[src/rtl/srrw_pkg.sv]
package srrw_pkg;

    localparam int SEQ_NUM_W   = 5;
    localparam int TAG_W       = 16;
    localparam int CLASS_W     = 2;
    localparam int COUNT_W     = 8;
    localparam int SLOT_IDX_W  = 4;

    localparam int DEF_SEQ_COUNT = 20;
    localparam int DEF_WINDOW    = 5;
    localparam int DEF_TAG_BITS  = 16;

    localparam logic [COUNT_W-1:0] COUNT_MAX = '1;

    typedef enum logic [CLASS_W-1:0] {
        ACK_NEW = 2'd0,
        ACK_DUP = 2'd1,
        ACK_OUT = 2'd2
    } t_ack_class;

    localparam logic ITEM_DELIVER = 1'b0;
    localparam logic ITEM_ACK     = 1'b1;

    typedef struct packed {
        logic [SEQ_NUM_W-1:0]  seq;
        logic [TAG_W-1:0]      tag;
        logic                  end_mark;
        logic                  legal;
        logic [SLOT_IDX_W-1:0] slot;
    } t_cmd;

endpackage

[src/rtl/srrw_if.sv]
interface srrw_pkt_if;
    logic                           valid;
    logic                           ready;
    logic [srrw_pkg::SEQ_NUM_W-1:0] seq_num;
    logic [srrw_pkg::TAG_W-1:0]     payload_tag;
    logic                           end_mark;

    modport source (output valid, seq_num, payload_tag, end_mark, input ready);
    modport sink   (input valid, seq_num, payload_tag, end_mark, output ready);
endinterface

interface srrw_res_if;
    logic                           valid;
    logic                           ready;
    logic                           item_type;
    logic [srrw_pkg::SEQ_NUM_W-1:0] ack_seq;
    logic [srrw_pkg::TAG_W-1:0]     out_tag;
    logic [srrw_pkg::CLASS_W-1:0]   ack_class;
    logic                           done_res;
    logic                           last;

    modport source (output valid, item_type, ack_seq, out_tag, ack_class, done_res, last,
                    input ready);
    modport sink   (input valid, item_type, ack_seq, out_tag, ack_class, done_res, last,
                    output ready);
endinterface

[src/rtl/srrw_cmd_fifo.sv]
module srrw_cmd_fifo (
    input  logic           i_clk,
    input  logic           i_rst_n,
    input  logic           i_push,
    input  srrw_pkg::t_cmd i_cmd,
    output logic           o_ready,
    input  logic           i_pop,
    output logic           o_valid,
    output srrw_pkg::t_cmd o_head
);

    localparam int DEPTH = 2;
    localparam int PTR_W = $clog2(DEPTH);

    srrw_pkg::t_cmd   r_mem [DEPTH];
    logic [PTR_W-1:0] r_wptr;
    logic [PTR_W-1:0] r_rptr;
    logic [PTR_W:0]   r_count;
    logic             w_push;
    logic             w_pop;

    assign o_ready = (r_count != (PTR_W+1)'(DEPTH));
    assign o_valid = (r_count != '0);
    assign o_head  = r_mem[r_rptr];
    assign w_push  = i_push && o_ready;
    assign w_pop   = i_pop && o_valid;

    always_ff @(posedge i_clk) begin
        if (w_push) begin
            r_mem[r_wptr] <= i_cmd;
        end
    end

    always_ff @(posedge i_clk) begin
        if (!i_rst_n) begin
            r_wptr  <= '0;
            r_rptr  <= '0;
            r_count <= '0;
        end else begin
            if (w_push) begin
                r_wptr <= r_wptr + 1'b1;
            end
            if (w_pop) begin
                r_rptr <= r_rptr + 1'b1;
            end
            case ({w_push, w_pop})
                2'b10:   r_count <= r_count + 1'b1;
                2'b01:   r_count <= r_count - 1'b1;
                default: r_count <= r_count;
            endcase
        end
    end

endmodule

[src/rtl/srrw_front.sv]
module srrw_front #(
    parameter int SEQ_COUNT = srrw_pkg::DEF_SEQ_COUNT,
    parameter int WINDOW    = srrw_pkg::DEF_WINDOW
) (
    srrw_pkt_if.sink       i_pkt,
    input  logic           i_q_ready,
    output logic           o_push,
    output srrw_pkg::t_cmd o_cmd
);

    localparam int TBL_N = 2 ** srrw_pkg::SEQ_NUM_W;

    typedef logic [srrw_pkg::SLOT_IDX_W-1:0] t_slot_tbl [TBL_N];

    function automatic t_slot_tbl slot_table();
        t_slot_tbl tbl;
        for (int i = 0; i < TBL_N; i++) begin
            tbl[i] = srrw_pkg::SLOT_IDX_W'(i % WINDOW);
        end
        return tbl;
    endfunction

    localparam t_slot_tbl SLOT_OF = slot_table();

    assign i_pkt.ready = i_q_ready;
    assign o_push      = i_pkt.valid;

    always_comb begin
        o_cmd          = '0;
        o_cmd.seq      = i_pkt.seq_num;
        o_cmd.tag      = i_pkt.payload_tag;
        o_cmd.end_mark = i_pkt.end_mark;
        o_cmd.legal    = (i_pkt.seq_num != '0) && (32'(i_pkt.seq_num) <= SEQ_COUNT);
        o_cmd.slot     = SLOT_OF[i_pkt.seq_num];
    end

endmodule

[src/rtl/srrw_back.sv]
module srrw_back #(
    parameter int SEQ_COUNT = srrw_pkg::DEF_SEQ_COUNT,
    parameter int WINDOW    = srrw_pkg::DEF_WINDOW,
    parameter int TAG_BITS  = srrw_pkg::DEF_TAG_BITS
) (
    input  logic                         i_clk,
    input  logic                         i_rst_n,
    input  logic                         i_cfg_we,
    input  logic [srrw_pkg::COUNT_W-1:0] i_cfg_wdata,
    input  logic                         i_q_valid,
    input  srrw_pkg::t_cmd               i_q_head,
    output logic                         o_q_pop,
    srrw_res_if.source                   o_res
);

    localparam int SEQ_W  = $clog2(SEQ_COUNT + 1);
    localparam int DIST_W = SEQ_W + 1;
    localparam int SLOT_W = (WINDOW > 1) ? $clog2(WINDOW) : 1;
    localparam logic [SLOT_W-1:0] SLOT_OF_ONE = SLOT_W'(1 % WINDOW);
    localparam logic [SLOT_W-1:0] SLOT_LAST   = SLOT_W'(WINDOW - 1);

    typedef enum logic [3:0] {
        S_IDLE  = 4'b0001,
        S_EVAL  = 4'b0010,
        S_DELIV = 4'b0100,
        S_ACK   = 4'b1000
    } t_state;

    t_state                       r_state;
    srrw_pkg::t_cmd               r_cmd;
    srrw_pkg::t_ack_class         r_class;
    logic [SEQ_W-1:0]             r_exp_seq;
    logic [SLOT_W-1:0]            r_exp_slot;
    logic [WINDOW-1:0]            r_slot_valid;
    logic [TAG_BITS-1:0]          r_slot_tag [WINDOW];
    logic [srrw_pkg::COUNT_W-1:0] r_delivered;
    logic [srrw_pkg::COUNT_W-1:0] r_expected_count;
    logic                         r_done;

    logic                           r_out_valid;
    logic                           r_out_type;
    logic [srrw_pkg::SEQ_NUM_W-1:0] r_out_seq;
    logic [srrw_pkg::TAG_W-1:0]     r_out_tag;
    logic [srrw_pkg::CLASS_W-1:0]   r_out_class;
    logic                           r_out_done;
    logic                           r_out_last;

    logic [DIST_W-1:0] w_fwd_sum;
    logic [DIST_W-1:0] w_back_sum;
    logic [DIST_W-1:0] w_fwd;
    logic [DIST_W-1:0] w_back;
    logic              w_accept;
    logic              w_dup;
    logic              w_out_free;
    logic              w_head_ok;
    logic              w_emit_del;
    logic              w_emit_ack;
    logic [SLOT_W-1:0] w_in_slot;

    assign w_fwd_sum  = DIST_W'(r_cmd.seq) + DIST_W'(SEQ_COUNT) - DIST_W'(r_exp_seq);
    assign w_back_sum = DIST_W'(r_exp_seq) + DIST_W'(SEQ_COUNT) - DIST_W'(r_cmd.seq);
    assign w_fwd      = (w_fwd_sum >= DIST_W'(SEQ_COUNT)) ? w_fwd_sum - DIST_W'(SEQ_COUNT)
                                                          : w_fwd_sum;
    assign w_back     = (w_back_sum >= DIST_W'(SEQ_COUNT)) ? w_back_sum - DIST_W'(SEQ_COUNT)
                                                           : w_back_sum;
    assign w_accept   = r_cmd.legal && (32'(w_fwd) < WINDOW);
    assign w_dup      = r_cmd.legal && !w_accept && (32'(w_back) < (SEQ_COUNT / 2));
    assign w_in_slot  = r_cmd.slot[SLOT_W-1:0];

    assign w_out_free = !r_out_valid || o_res.ready;
    assign w_head_ok  = r_slot_valid[r_exp_slot];
    assign w_emit_del = (r_state == S_DELIV) && w_out_free && w_head_ok;
    assign w_emit_ack = w_out_free && ((r_state == S_ACK) ||
                                       ((r_state == S_DELIV) && !w_head_ok));
    assign o_q_pop    = (r_state == S_IDLE) && i_q_valid;

    assign o_res.valid     = r_out_valid;
    assign o_res.item_type = r_out_type;
    assign o_res.ack_seq   = r_out_seq;
    assign o_res.out_tag   = r_out_tag;
    assign o_res.ack_class = r_out_class;
    assign o_res.done_res  = r_out_done;
    assign o_res.last      = r_out_last;

    always_ff @(posedge i_clk) begin
        if (o_q_pop) begin
            r_cmd <= i_q_head;
        end
        if ((r_state == S_EVAL) && w_accept) begin
            r_slot_tag[w_in_slot] <= TAG_BITS'(r_cmd.tag);
        end
        if (r_state == S_EVAL) begin
            r_class <= w_accept ? srrw_pkg::ACK_NEW :
                       w_dup    ? srrw_pkg::ACK_DUP : srrw_pkg::ACK_OUT;
        end
        if (w_emit_del) begin
            r_out_type  <= srrw_pkg::ITEM_DELIVER;
            r_out_seq   <= '0;
            r_out_tag   <= srrw_pkg::TAG_W'(r_slot_tag[r_exp_slot]);
            r_out_class <= srrw_pkg::ACK_NEW;
            r_out_done  <= r_done;
            r_out_last  <= 1'b0;
        end else if (w_emit_ack) begin
            r_out_type  <= srrw_pkg::ITEM_ACK;
            r_out_seq   <= r_cmd.seq;
            r_out_tag   <= '0;
            r_out_class <= r_class;
            r_out_done  <= r_done;
            r_out_last  <= 1'b1;
        end
    end

    always_ff @(posedge i_clk) begin
        if (!i_rst_n) begin
            r_state          <= S_IDLE;
            r_exp_seq        <= SEQ_W'(1);
            r_exp_slot       <= SLOT_OF_ONE;
            r_slot_valid     <= '0;
            r_delivered      <= '0;
            r_expected_count <= '0;
            r_done           <= 1'b0;
            r_out_valid      <= 1'b0;
        end else begin
            if (i_cfg_we) begin
                r_expected_count <= i_cfg_wdata;
            end
            if (w_emit_del || w_emit_ack) begin
                r_out_valid <= 1'b1;
            end else if (o_res.ready) begin
                r_out_valid <= 1'b0;
            end
            unique case (r_state)
                S_IDLE: begin
                    if (i_q_valid) begin
                        r_state <= S_EVAL;
                    end
                end
                S_EVAL: begin
                    if (w_accept) begin
                        r_slot_valid[w_in_slot] <= 1'b1;
                        if (r_cmd.end_mark && (r_delivered >= r_expected_count)) begin
                            r_done <= 1'b1;
                        end
                        r_state <= S_DELIV;
                    end else begin
                        r_state <= S_ACK;
                    end
                end
                S_DELIV: begin
                    if (w_emit_del) begin
                        r_slot_valid[r_exp_slot] <= 1'b0;
                        if (r_delivered != srrw_pkg::COUNT_MAX) begin
                            r_delivered <= r_delivered + 1'b1;
                        end
                        if (r_exp_seq == SEQ_W'(SEQ_COUNT)) begin
                            r_exp_seq  <= SEQ_W'(1);
                            r_exp_slot <= SLOT_OF_ONE;
                        end else begin
                            r_exp_seq  <= r_exp_seq + 1'b1;
                            r_exp_slot <= (r_exp_slot == SLOT_LAST) ? '0 : r_exp_slot + 1'b1;
                        end
                    end else if (w_emit_ack) begin
                        r_state <= S_IDLE;
                    end
                end
                S_ACK: begin
                    if (w_emit_ack) begin
                        r_state <= S_IDLE;
                    end
                end
                default: begin
                    r_state <= S_IDLE;
                end
            endcase
        end
    end

`ifndef ASSERT_OFF
    a_exp_seq_range: assert property (@(posedge i_clk) disable iff (!i_rst_n)
        (r_exp_seq != '0) && (32'(r_exp_seq) <= SEQ_COUNT))
        else $error("expected number left its range");

    a_idle_head_empty: assert property (@(posedge i_clk) disable iff (!i_rst_n)
        (r_state == S_IDLE) |-> !r_slot_valid[r_exp_slot])
        else $error("window head still filled between packets");

    a_done_sticky: assert property (@(posedge i_clk) disable iff (!i_rst_n)
        r_done |=> r_done)
        else $error("done flag dropped");

    a_ack_ends_packet: assert property (@(posedge i_clk) disable iff (!i_rst_n)
        w_emit_ack |=> (r_state == S_IDLE) && r_out_valid && r_out_last)
        else $error("acknowledge did not close the packet");
`endif

endmodule

[src/rtl/selective_repeat_receive_window.sv]
// each packet goes through the command queue, then the back-end sequencer pops it (IDLE),
// runs the window test (EVAL) and emits its results into the output register (DELIV, ACK)
// up to WINDOW in-order deliveries then one acknowledge, one result a cycle while the output reg is free
// a two-entry command queue lets the front take packets while the back is busy
// reset: synchronous active low; window empty, expected number 1, counts, done and queue cleared
module selective_repeat_receive_window #(
    parameter int SEQ_COUNT = srrw_pkg::DEF_SEQ_COUNT,
    parameter int WINDOW    = srrw_pkg::DEF_WINDOW,
    parameter int TAG_BITS  = srrw_pkg::DEF_TAG_BITS
) (
    input  logic                         i_clk,
    input  logic                         i_rst_n,
    input  logic                         i_cfg_we,
    input  logic [srrw_pkg::COUNT_W-1:0] i_cfg_wdata,
    srrw_pkt_if.sink                     i_pkt,
    srrw_res_if.source                   o_res
);

    logic           w_push;
    logic           w_q_ready;
    logic           w_q_valid;
    logic           w_q_pop;
    srrw_pkg::t_cmd w_cmd;
    srrw_pkg::t_cmd w_head;

    srrw_front #(
        .SEQ_COUNT (SEQ_COUNT),
        .WINDOW    (WINDOW)
    ) u_front (
        .i_pkt     (i_pkt),
        .i_q_ready (w_q_ready),
        .o_push    (w_push),
        .o_cmd     (w_cmd)
    );

    srrw_cmd_fifo u_queue (
        .i_clk   (i_clk),
        .i_rst_n (i_rst_n),
        .i_push  (w_push),
        .i_cmd   (w_cmd),
        .o_ready (w_q_ready),
        .i_pop   (w_q_pop),
        .o_valid (w_q_valid),
        .o_head  (w_head)
    );

    srrw_back #(
        .SEQ_COUNT (SEQ_COUNT),
        .WINDOW    (WINDOW),
        .TAG_BITS  (TAG_BITS)
    ) u_back (
        .i_clk       (i_clk),
        .i_rst_n     (i_rst_n),
        .i_cfg_we    (i_cfg_we),
        .i_cfg_wdata (i_cfg_wdata),
        .i_q_valid   (w_q_valid),
        .i_q_head    (w_head),
        .o_q_pop     (w_q_pop),
        .o_res       (o_res)
    );

endmodule

[src/flat_wrapper.sv]
// flat-port wrapper written by rule: the top's interface ports become plain ports
module selective_repeat_receive_window_flat 
#(
    parameter int SEQ_COUNT = srrw_pkg::DEF_SEQ_COUNT,
    parameter int WINDOW    = srrw_pkg::DEF_WINDOW,
    parameter int TAG_BITS  = srrw_pkg::DEF_TAG_BITS
)
  (i_clk, i_rst_n, i_cfg_we, i_cfg_wdata, i_pkt_valid, i_pkt_seq_num, i_pkt_payload_tag, i_pkt_end_mark, i_pkt_ready, o_res_valid, o_res_item_type, o_res_ack_seq, o_res_out_tag, o_res_ack_class, o_res_done_res, o_res_last, o_res_ready);
  srrw_pkt_if i_pkt_i ();
  srrw_res_if o_res_i ();
  input  logic i_clk;
  input  logic i_rst_n;
  input  logic i_cfg_we;
  input  logic [srrw_pkg::COUNT_W-1:0] i_cfg_wdata;
  input wire logic [$bits(i_pkt_i.valid)-1:0] i_pkt_valid;
  input wire logic [$bits(i_pkt_i.seq_num)-1:0] i_pkt_seq_num;
  input wire logic [$bits(i_pkt_i.payload_tag)-1:0] i_pkt_payload_tag;
  input wire logic [$bits(i_pkt_i.end_mark)-1:0] i_pkt_end_mark;
  output wire logic [$bits(i_pkt_i.ready)-1:0] i_pkt_ready;
  output wire logic [$bits(o_res_i.valid)-1:0] o_res_valid;
  output wire logic [$bits(o_res_i.item_type)-1:0] o_res_item_type;
  output wire logic [$bits(o_res_i.ack_seq)-1:0] o_res_ack_seq;
  output wire logic [$bits(o_res_i.out_tag)-1:0] o_res_out_tag;
  output wire logic [$bits(o_res_i.ack_class)-1:0] o_res_ack_class;
  output wire logic [$bits(o_res_i.done_res)-1:0] o_res_done_res;
  output wire logic [$bits(o_res_i.last)-1:0] o_res_last;
  input wire logic [$bits(o_res_i.ready)-1:0] o_res_ready;
  assign i_pkt_i.valid = i_pkt_valid;
  assign i_pkt_i.seq_num = i_pkt_seq_num;
  assign i_pkt_i.payload_tag = i_pkt_payload_tag;
  assign i_pkt_i.end_mark = i_pkt_end_mark;
  assign i_pkt_ready = i_pkt_i.ready;
  assign o_res_valid = o_res_i.valid;
  assign o_res_item_type = o_res_i.item_type;
  assign o_res_ack_seq = o_res_i.ack_seq;
  assign o_res_out_tag = o_res_i.out_tag;
  assign o_res_ack_class = o_res_i.ack_class;
  assign o_res_done_res = o_res_i.done_res;
  assign o_res_last = o_res_i.last;
  assign o_res_i.ready = o_res_ready;
  selective_repeat_receive_window #(.SEQ_COUNT(SEQ_COUNT), .WINDOW(WINDOW), .TAG_BITS(TAG_BITS)) u_core (.i_clk(i_clk), .i_rst_n(i_rst_n), .i_cfg_we(i_cfg_we), .i_cfg_wdata(i_cfg_wdata), .i_pkt(i_pkt_i), .o_res(o_res_i));
endmodule
[config.mk]
export PLATFORM = sky130hd
export DESIGN_NAME = selective_repeat_receive_window_flat
export DESIGN_NICKNAME = d
export VERILOG_FILES = /design/src/rtl/srrw_pkg.sv /design/src/rtl/srrw_if.sv /design/src/rtl/srrw_cmd_fifo.sv /design/src/rtl/srrw_front.sv /design/src/rtl/srrw_back.sv /design/src/rtl/selective_repeat_receive_window.sv /design/src/flat_wrapper.sv
export SDC_FILE = /design/constraint.sdc
export NUM_CORES = 1
export LEC_CHECK = 0
export BUFFER_PORTS_ARGS = -buffer_cell sky130_fd_sc_hd__buf_4
export CORE_MARGIN = 3
export CORE_UTILIZATION = 56
export CTS_CLUSTER_DIAMETER = 120
export CTS_CLUSTER_SIZE = 10
export DETAILED_ROUTE_END_ITERATION = 10
export PLACE_DENSITY = 0.84
export SYNTH_ARGS = -nofsm -noshare
export SYNTH_HDL_FRONTEND = slang
export SYNTH_SLANG_ARGS = --single-unit
export TNS_END_PERCENT = 30
[constraint.sdc]
create_clock -name i_clk -period 5.6 [get_ports i_clk]
set_input_delay 0.56 -clock i_clk [delete_from_list [all_inputs] [get_ports i_clk]]
set_output_delay 0.56 -clock i_clk [all_outputs]
set_load 0.02 [all_outputs]
# Word-level counts from Yosys, hierarchy flattened
# Memory sizes are Yosys's and may differ from the RTL's. A register that Yosys moved wholly into a read port is not among the register bits.
# Index checks and enable logic that the tools add are counted.
dict set report totals {
  ff_bits 66
  ram_bits 134
  romBits 128
  inputBits 35
  out_inout_bits 28
  word_cells 129
  n_memories 3
}
dict set report classes {
  add_sub_neg 13
  magnitude_cmp 11
  n_eq_ne 14
  mux 35
  bitwise_logic 4
  reduce_logical 32
}
# memory depth width rd rd_clocked_by_memory_dff write_ports line_no
set mem_list {}
lappend mem_list {{(name not given)} 32 4 1 0 0 srrw_front.sv:34} ;# o_cmd.slot = SLOT_OF[i_pkt.seq_num];
lappend mem_list {u_core.u_back.r_slot_tag 5 16 1 1 1 srrw_back.sv:35} ;# logic [TAG_BITS-1:0] r_slot_tag [WINDOW];
lappend mem_list {u_core.u_queue.r_mem 2 27 1 1 1 srrw_cmd_fifo.sv:15} ;# srrw_pkg::t_cmd r_mem [DEPTH];
# cell n
set ops {}
lappend ops {{two-way mux 16 bit} 2}
lappend ops {{two-way mux 4 bit} 6}
lappend ops {{case mux 4 bit (4 select lines)} 1}
lappend ops {{logical AND 1 bit} 15}
lappend ops {{two-way mux 5 bit} 3}
lappend ops {{adder 5 x 5 -> 6 bit (second input constant)} 2}
lappend ops {{greater-or-equal comparator 6 x 5 -> 1 bit (second input constant)} 2}
lappend ops {{two-way mux 3 bit} 4}
lappend ops {{two-way mux 6 bit} 2}
lappend ops {{subtractor 6 x 5 -> 6 bit} 2}
lappend ops {{subtractor 6 x 5 -> 6 bit (second input constant)} 2}
lappend ops {{two-way mux 1 bit} 11}
lappend ops {{inequality test 2 bit (second input constant)} 5}
lappend ops {{case mux 5 bit (2 select lines)} 1}
lappend ops {{nonzero test 2 bit} 5}
lappend ops {{AND reduction 3 bit} 3}
lappend ops {{adder 8 x 1 -> 8 bit (second input constant)} 1}
lappend ops {{greater-or-equal comparator 8 bit} 1}
lappend ops {{< comparator 3 x 4 -> 1 bit (second input constant)} 2}
lappend ops {{inequality test 8 bit (second input constant)} 1}
lappend ops {{demux 1 bit (select 3 bit)} 2}
lappend ops {{greater-or-equal comparator 3 x 1 -> 1 bit (second input constant)} 2}
lappend ops {{greater-or-equal comparator 6 bit (second input constant)} 1}
lappend ops {{< comparator 6 x 3 -> 1 bit (second input constant)} 1}
lappend ops {{other kinds (26)} 32}

# Depth between registers and ports, before layout
dict set report depth {
  depth_word 10
  mapped_depth 16
}

# Cells and area by module
# From an unflattened synthesis, not the netlist that was laid out.
dict set report unflattened {
  hier_cells 721
  hier_area_um2 10092.2
}
# module instances cells_each area_per_inst_um2
set modules_own_cells {}
lappend modules_own_cells {srrw_back 1 549 7423.4}
lappend modules_own_cells {srrw_cmd_fifo 1 108 2175.8}
lappend modules_own_cells {srrw_front 1 64 493.0}

# Least setup slack after synthesis
# No wires, ideal clock.
dict set report synth_timing {
  kind {register -> register}
  startpoint {register, netlist name u_core.u_back.r_cmd[24]}
  endpoint {memory u_core.u_back.r_slot_tag[2][0] (netlist name), enable pin}
  setup_time_ns 0.430
  arrival_ns 4.404
  required_ns 5.170
  setup_slack_ns 0.766
  path_stages_with_launch 14
  n_path_buf 1
  cell_sequence {edfxtp_1 > inv_1 > ha_1 > xnor2_1 > ha_1 > or3_1 > nand2_1 > ha_1 > o21bai_1 > a211oi_1 > o211ai_1 > and2_4 > buf_6 > nor4_1}
}
dict set report synth_between {
  elab_chain_cells 9
  elab_cells_between_ends 10
  cone_classes {3 x add/sub; 2 x order compare; 3 x mux; 2 x reduce/logical}
}
# item line_no
set synth_rtl {}
lappend synth_rtl {{adder 5 x 5 -> 6 bit *} srrw_back.sv:60} ;# assign w_fwd_sum = DIST_W'(r_cmd.seq) + DIST_W'(SEQ_COUNT) - DIST_W'(r_exp_seq);
lappend synth_rtl {{subtractor 6 x 5 -> 6 bit *} srrw_back.sv:60}
lappend synth_rtl {{subtractor 6 x 5 -> 6 bit or greater-or-equal comparator 6 x 5 -> 1 bit (tied branches)} srrw_back.sv:62} ;# assign w_fwd = (w_fwd_sum >= DIST_W'(SEQ_COUNT)) ? w_fwd_sum - DIST_W'(SEQ_COUNT)
lappend synth_rtl {{two-way mux 6 bit *} srrw_back.sv:62}
lappend synth_rtl {{< comparator 6 x 3 -> 1 bit *} srrw_back.sv:66} ;# assign w_accept = r_cmd.legal && (32'(w_fwd) < WINDOW);
lappend synth_rtl {{logical AND 1 bit *} srrw_back.sv:66}
lappend synth_rtl {{logical AND 1 bit *} srrw_back.sv:89} ;# if ((r_state == S_EVAL) && w_accept) begin
lappend synth_rtl {{two-way mux 1 bit *} srrw_back.sv:89}
lappend synth_rtl {{two-way mux 1 bit (not written as such) *} srrw_back.sv:90} ;# r_slot_tag[w_in_slot] <= TAG_BITS'(r_cmd.tag);
lappend synth_rtl {{end, declared} srrw_back.sv:35}
# Mark *: on every way between the ends. The rest lies on a longest branch, timed or not.

# Worst setup path in the final report
dict set report layout_timing {
  startpoint {register, netlist name u_core.u_back.r_cmd[24]}
  endpoint {memory u_core.u_back.r_slot_tag[4][7] (netlist name), enable pin}
}
dict set report layout_between {
  elab_chain_cells 9
  elab_cells_between_ends 10
  cone_classes {3 x add/sub; 2 x order compare; 3 x mux; 2 x reduce/logical}
}
# item line_no
set layout_rtl {}
lappend layout_rtl {{adder 5 x 5 -> 6 bit *} srrw_back.sv:60}
lappend layout_rtl {{subtractor 6 x 5 -> 6 bit *} srrw_back.sv:60}
lappend layout_rtl {{subtractor 6 x 5 -> 6 bit or greater-or-equal comparator 6 x 5 -> 1 bit (tied branches)} srrw_back.sv:62}
lappend layout_rtl {{two-way mux 6 bit *} srrw_back.sv:62}
lappend layout_rtl {{< comparator 6 x 3 -> 1 bit *} srrw_back.sv:66}
lappend layout_rtl {{logical AND 1 bit *} srrw_back.sv:66}
lappend layout_rtl {{logical AND 1 bit *} srrw_back.sv:89}
lappend layout_rtl {{two-way mux 1 bit *} srrw_back.sv:89}
lappend layout_rtl {{two-way mux 1 bit (not written as such) *} srrw_back.sv:90}
# Marked as above.

==> impl_metrics.py <==
metrics = {
    "floorplan": {
        "initial_core_util": 0.575,
        "num_rows": 48,
        "die_area_sq_um": 19500,
        "coreArea_sq_um": 17400,
        "ios": 63,
        "die_h_um": 140,
        "die_x_um": 140,
    },
    "hold_path": {
        "holdPathStages": 1,
        "hold_path.class": "input pin to flip-flop",
        "hold_path_startpoint": "i_pkt_payload_tag[15]",
        "holdPathEnd": "u_core.u_queue.r_mem[1][21]$_DFFE_PP_",
    },
    "layout": {
        "layout.cells.most_common": "edfxtp_1",
        "layout_common_cells": "edfxtp_1, buf_4, nor2_1",
        "num-fill-cells": 1233,
        "post-route-util": 0.656,
        "final_nets": 864,
        "diodes": 0,
        "area_growth_pct": 14.1,
        "layout-drive-gt1-share": 0.202,
    },
    "clock_network": {
        "cts_root_buf": "clkbuf_16",
        "htreeDepth": 1,
        "post_cts_resized": 0,
        "cts_tree": "built",
        "clkSinkCount": 227,
        "clock_latency_ps": 530,
        "cts_buffer_depth": 3,
        "path_clk_slew_ps": 60,
        "cts_hold_buf": 0,
        "postCtsSetupBuffers": 0,
        "cts_made_buffers": 26,
    },
    "global_route": {
        "grt_overflow": 0,
        "grt_pass1_wl_mm": 32.2,
        "track_usage": 0.203,
        "grt_max_degree": 41,
        "antenna_found_initial": 0,
        "grt_pass1_vias": 6244,
    },
    "worst_setup_path": {
        "r2r-end": "u_core.u_back.r_slot_tag[4][7]$_DFFE_PP_",
        "crit_type": "flip-flop to flip-flop",
        "crit_path_end_kind": "flip-flop",
        "start_kind": "flip-flop",
        "rrSetupSlack_ps": 1120,
        "cp_max_fo": 16,
        "path_cells": "inv_1 -> ha_1 -> xnor2_1 -> ha_1 -> or3_1 -> nand2_1 -> ha_1 -> o21bai_1 -> a211oi_1 -> o211ai_1 -> and2_4 -> nor3_2",
        "reg2reg_from": "u_core.u_back.r_cmd[24]$_DFFE_PP_",
        "cpPeakStageDelay_ps": 960,
        "cp_common_cell": "ha_1",
        "worstPathArrival_ps": 4610,
        "slowest_stage": "nor3_2",
        "required_ps": 5730,
        "r2r_cells": 12,
    },
    "power_and_ir_drop": {
        "powerDensity_nw_per_um2": 439,
        "p_leak_nw": 4.20,
        "peakVddDrop_v": 0.000291,
    },
    "routing": {
        "vias": 6061,
        "drcViolationCount": 0,
        "postRouteAntennaNets": 0,
        "wl_per_cell_um": 19.5,
        "drtIter0Drc": 529,
        "drt-pass1-iter-count": 5,
        "routed_wl_mm": 19.9,
        "vias_per_cell": 5.92,
    },
    "yosys": {
        "ys_seq_area_frac": 0.631,
        "synth_area_sq_um": 10000,
        "synthCells": 721,
        "synth_fp_nets": 795,
        "synth_edf_count": 177,
        "synth.distinct_cells": 68,
        "yosysWarningCount": 0,
        "synth_seq_cells": 227,
        "synthArstFlopShare": 0,
        "synth_area_per_cell_sq_um": 13.9,
        "synth_flop_cell": "edfxtp_1",
    },
    "placed_design": {
        "gp_congestion": 0.879,
        "io_buffers": 62,
        "hpwl_mm": 13.1,
        "post-place-ws_ps": 1160,
    },
    "timing": {
        "fmax_ghz": 0.223,
        "rsz0062_at_grt": "false",
        "setup_violations": 0,
        "fin_skew_ps": 18.7,
        "finalSetupTns_ps": 0,
        "timing.final.crit_share": 0.800,
        "maxSlewViolCount": 0,
        "worst_pin_slew_ps": 1280,
        "final_hold_viol_count": 0,
        "slew_headroom": 0.145,
        "setup_slack_ps": 1120,
        "period_minus_slack_ps": 4480,
    },
    "flow_run": {
        "drv_cap": 0,
    },
    "run_status": {
        "outcome": "finished clean",
    },
}
area by class of cell:
type / count / area (sq um) / area share
Inverter: 39 / 146 / 0.0128
Multi-Input combinational cell: 425 / 3440 / 0.301
Clock buffer: 34 / 681 / 0.0596
Tap cell: 225 / 282 / 0.0246
Clock inverter: 2 / 35.0 / 0.00307
Sequential cell: 227 / 6320 / 0.553
Timing Repair Buffer: 71 / 533 / 0.0466
kinds of logic after synthesis:
| logic type | after synthesis | synth area share |
|---|---|---|
| AOI/OAI and AO/OA | 104 | 0.0721 |
| xor gates and xnor gates | 19 | 0.0174 |
| adders and majority gates | 39 | 0.0487 |
| buffers and inverters | 69 | 0.0292 |
| DFF | 227 | 0.631 |
| muxes | 79 | 0.105 |
| and+or+nand+nor | 184 | 0.0968 |
metal layers:
metal / routed length [um] / vias to the layer above / share of wire / global-route usage
li1: - / 2812 / - / -
met1: 8450 / 2970 / 0.42 / 0.281
met2: 9900 / 254 / 0.50 / 0.345
met3: 1260 / 25 / 0.063 / 0.0285
met4: 295 / 0 / 0.015 / 0.0495
met5: 0 / - / 0 / 0
registers in the layout, summed over array words and instances (netlist names), 3 cells and up, named ones only:
name / flops
u_core.u_back.r_state: 4
u_core.u_back.r_slot_tag: 80
u_core.u_queue.r_mem: 52
u_core.u_back.r_exp_slot: 3
u_core.u_back.o_res.ack_seq: 5
u_core.u_back.r_exp_seq: 5
u_core.u_back.r_cmd: 26
u_core.u_back.r_expected_count: 8
u_core.u_back.r_delivered: 8
u_core.u_back.r_slot_valid: 5
u_core.u_back.o_res.out_tag: 16
worst max-delay path, delay by kind of cell, from the launching register on:
kind,cells,cell delay [ps]
buf+inv,1,60
simple gates,4,1790
xor+xnor,1,200
compound gates,3,760
fa+ha+maj,3,880
flops,1,390
worst max-delay path by stage:
stage / startpoint / endpoint / slack [ps] / cells past startpoint
floorplan: u_core.u_back.r_cmd[24]$_DFFE_PP_ / u_core.u_back.r_slot_tag[2][0]$_DFFE_PP_ / 770 / 13
global placement: u_core.u_back.r_cmd[24]$_DFFE_PP_ / u_core.u_back.r_slot_tag[4][11]$_DFFE_PP_ / 1470 / 12
detailed placement: u_core.u_back.r_cmd[24]$_DFFE_PP_ / u_core.u_back.r_slot_tag[4][6]$_DFFE_PP_ / 1160 / 12
CTS: u_core.u_back.r_cmd[24]$_DFFE_PP_ / u_core.u_back.r_slot_tag[4][7]$_DFFE_PP_ / 1100 / 12
global route: u_core.u_back.r_cmd[24]$_DFFE_PP_ / u_core.u_back.r_slot_tag[4][13]$_DFFE_PP_ / 790 / 12
finish: u_core.u_back.r_cmd[24]$_DFFE_PP_ / u_core.u_back.r_slot_tag[4][7]$_DFFE_PP_ / 1120 / 12
through the flow:
| stage | std cells | area (sq um) | hold WS (ps) | total power [W] |
|---|---|---|---|---|
| after floorplan | 721 | 10000 | 410 | 0.00319 |
| after global placement | 987 | 10700 | 434 | 0.00346 |
| after detailed placement | 987 | 10700 | 437 | 0.00356 |
| after CTS | 1023 | 11400 | 210 | 0.00503 |
| after global routing | 1023 | 11400 | 212 | 0.00525 |
| final | 1023 | 11400 | 223 | 0.00502 |
report_power, final:
group	leakage [nW]	internal [W]	switching [W]
registers	2.06	0.00214	0.000218
clock network	0.345	0.000843	0.000608
logic	1.79	0.000505	0.000704
synthesized netlist by cell type (6+ instances only):
| library cell | count | share of area |
|---|---|---|
| inv_1 | 39 | 0.015 |
| nand3_1 | 12 | 0.0060 |
| a21oi_1 | 23 | 0.011 |
| nor2_1 | 52 | 0.019 |
| o21ai_0 | 18 | 0.0090 |
| dfxtp_1 | 50 | 0.10 |
| nand2b_1 | 8 | 0.0050 |
| and2_1 | 9 | 0.0056 |
| a211oi_1 | 8 | 0.0060 |
| or3_1 | 7 | 0.0044 |
| buf_2 | 6 | 0.0030 |
| ha_1 | 39 | 0.049 |
| mux4_2 | 18 | 0.040 |
| nor3_1 | 8 | 0.0040 |
| xnor2_1 | 14 | 0.012 |
| a21o_1 | 6 | 0.0045 |
| clkbuf_1 | 16 | 0.0060 |
| and3_1 | 7 | 0.0044 |
| o211ai_1 | 7 | 0.0052 |
| nor2b_1 | 17 | 0.011 |
| edfxtp_1 | 177 | 0.53 |
| mux2i_1 | 34 | 0.034 |
| nand2_1 | 38 | 0.014 |
| mux2_2 | 26 | 0.029 |
Power figures use the tool's default switching activity.
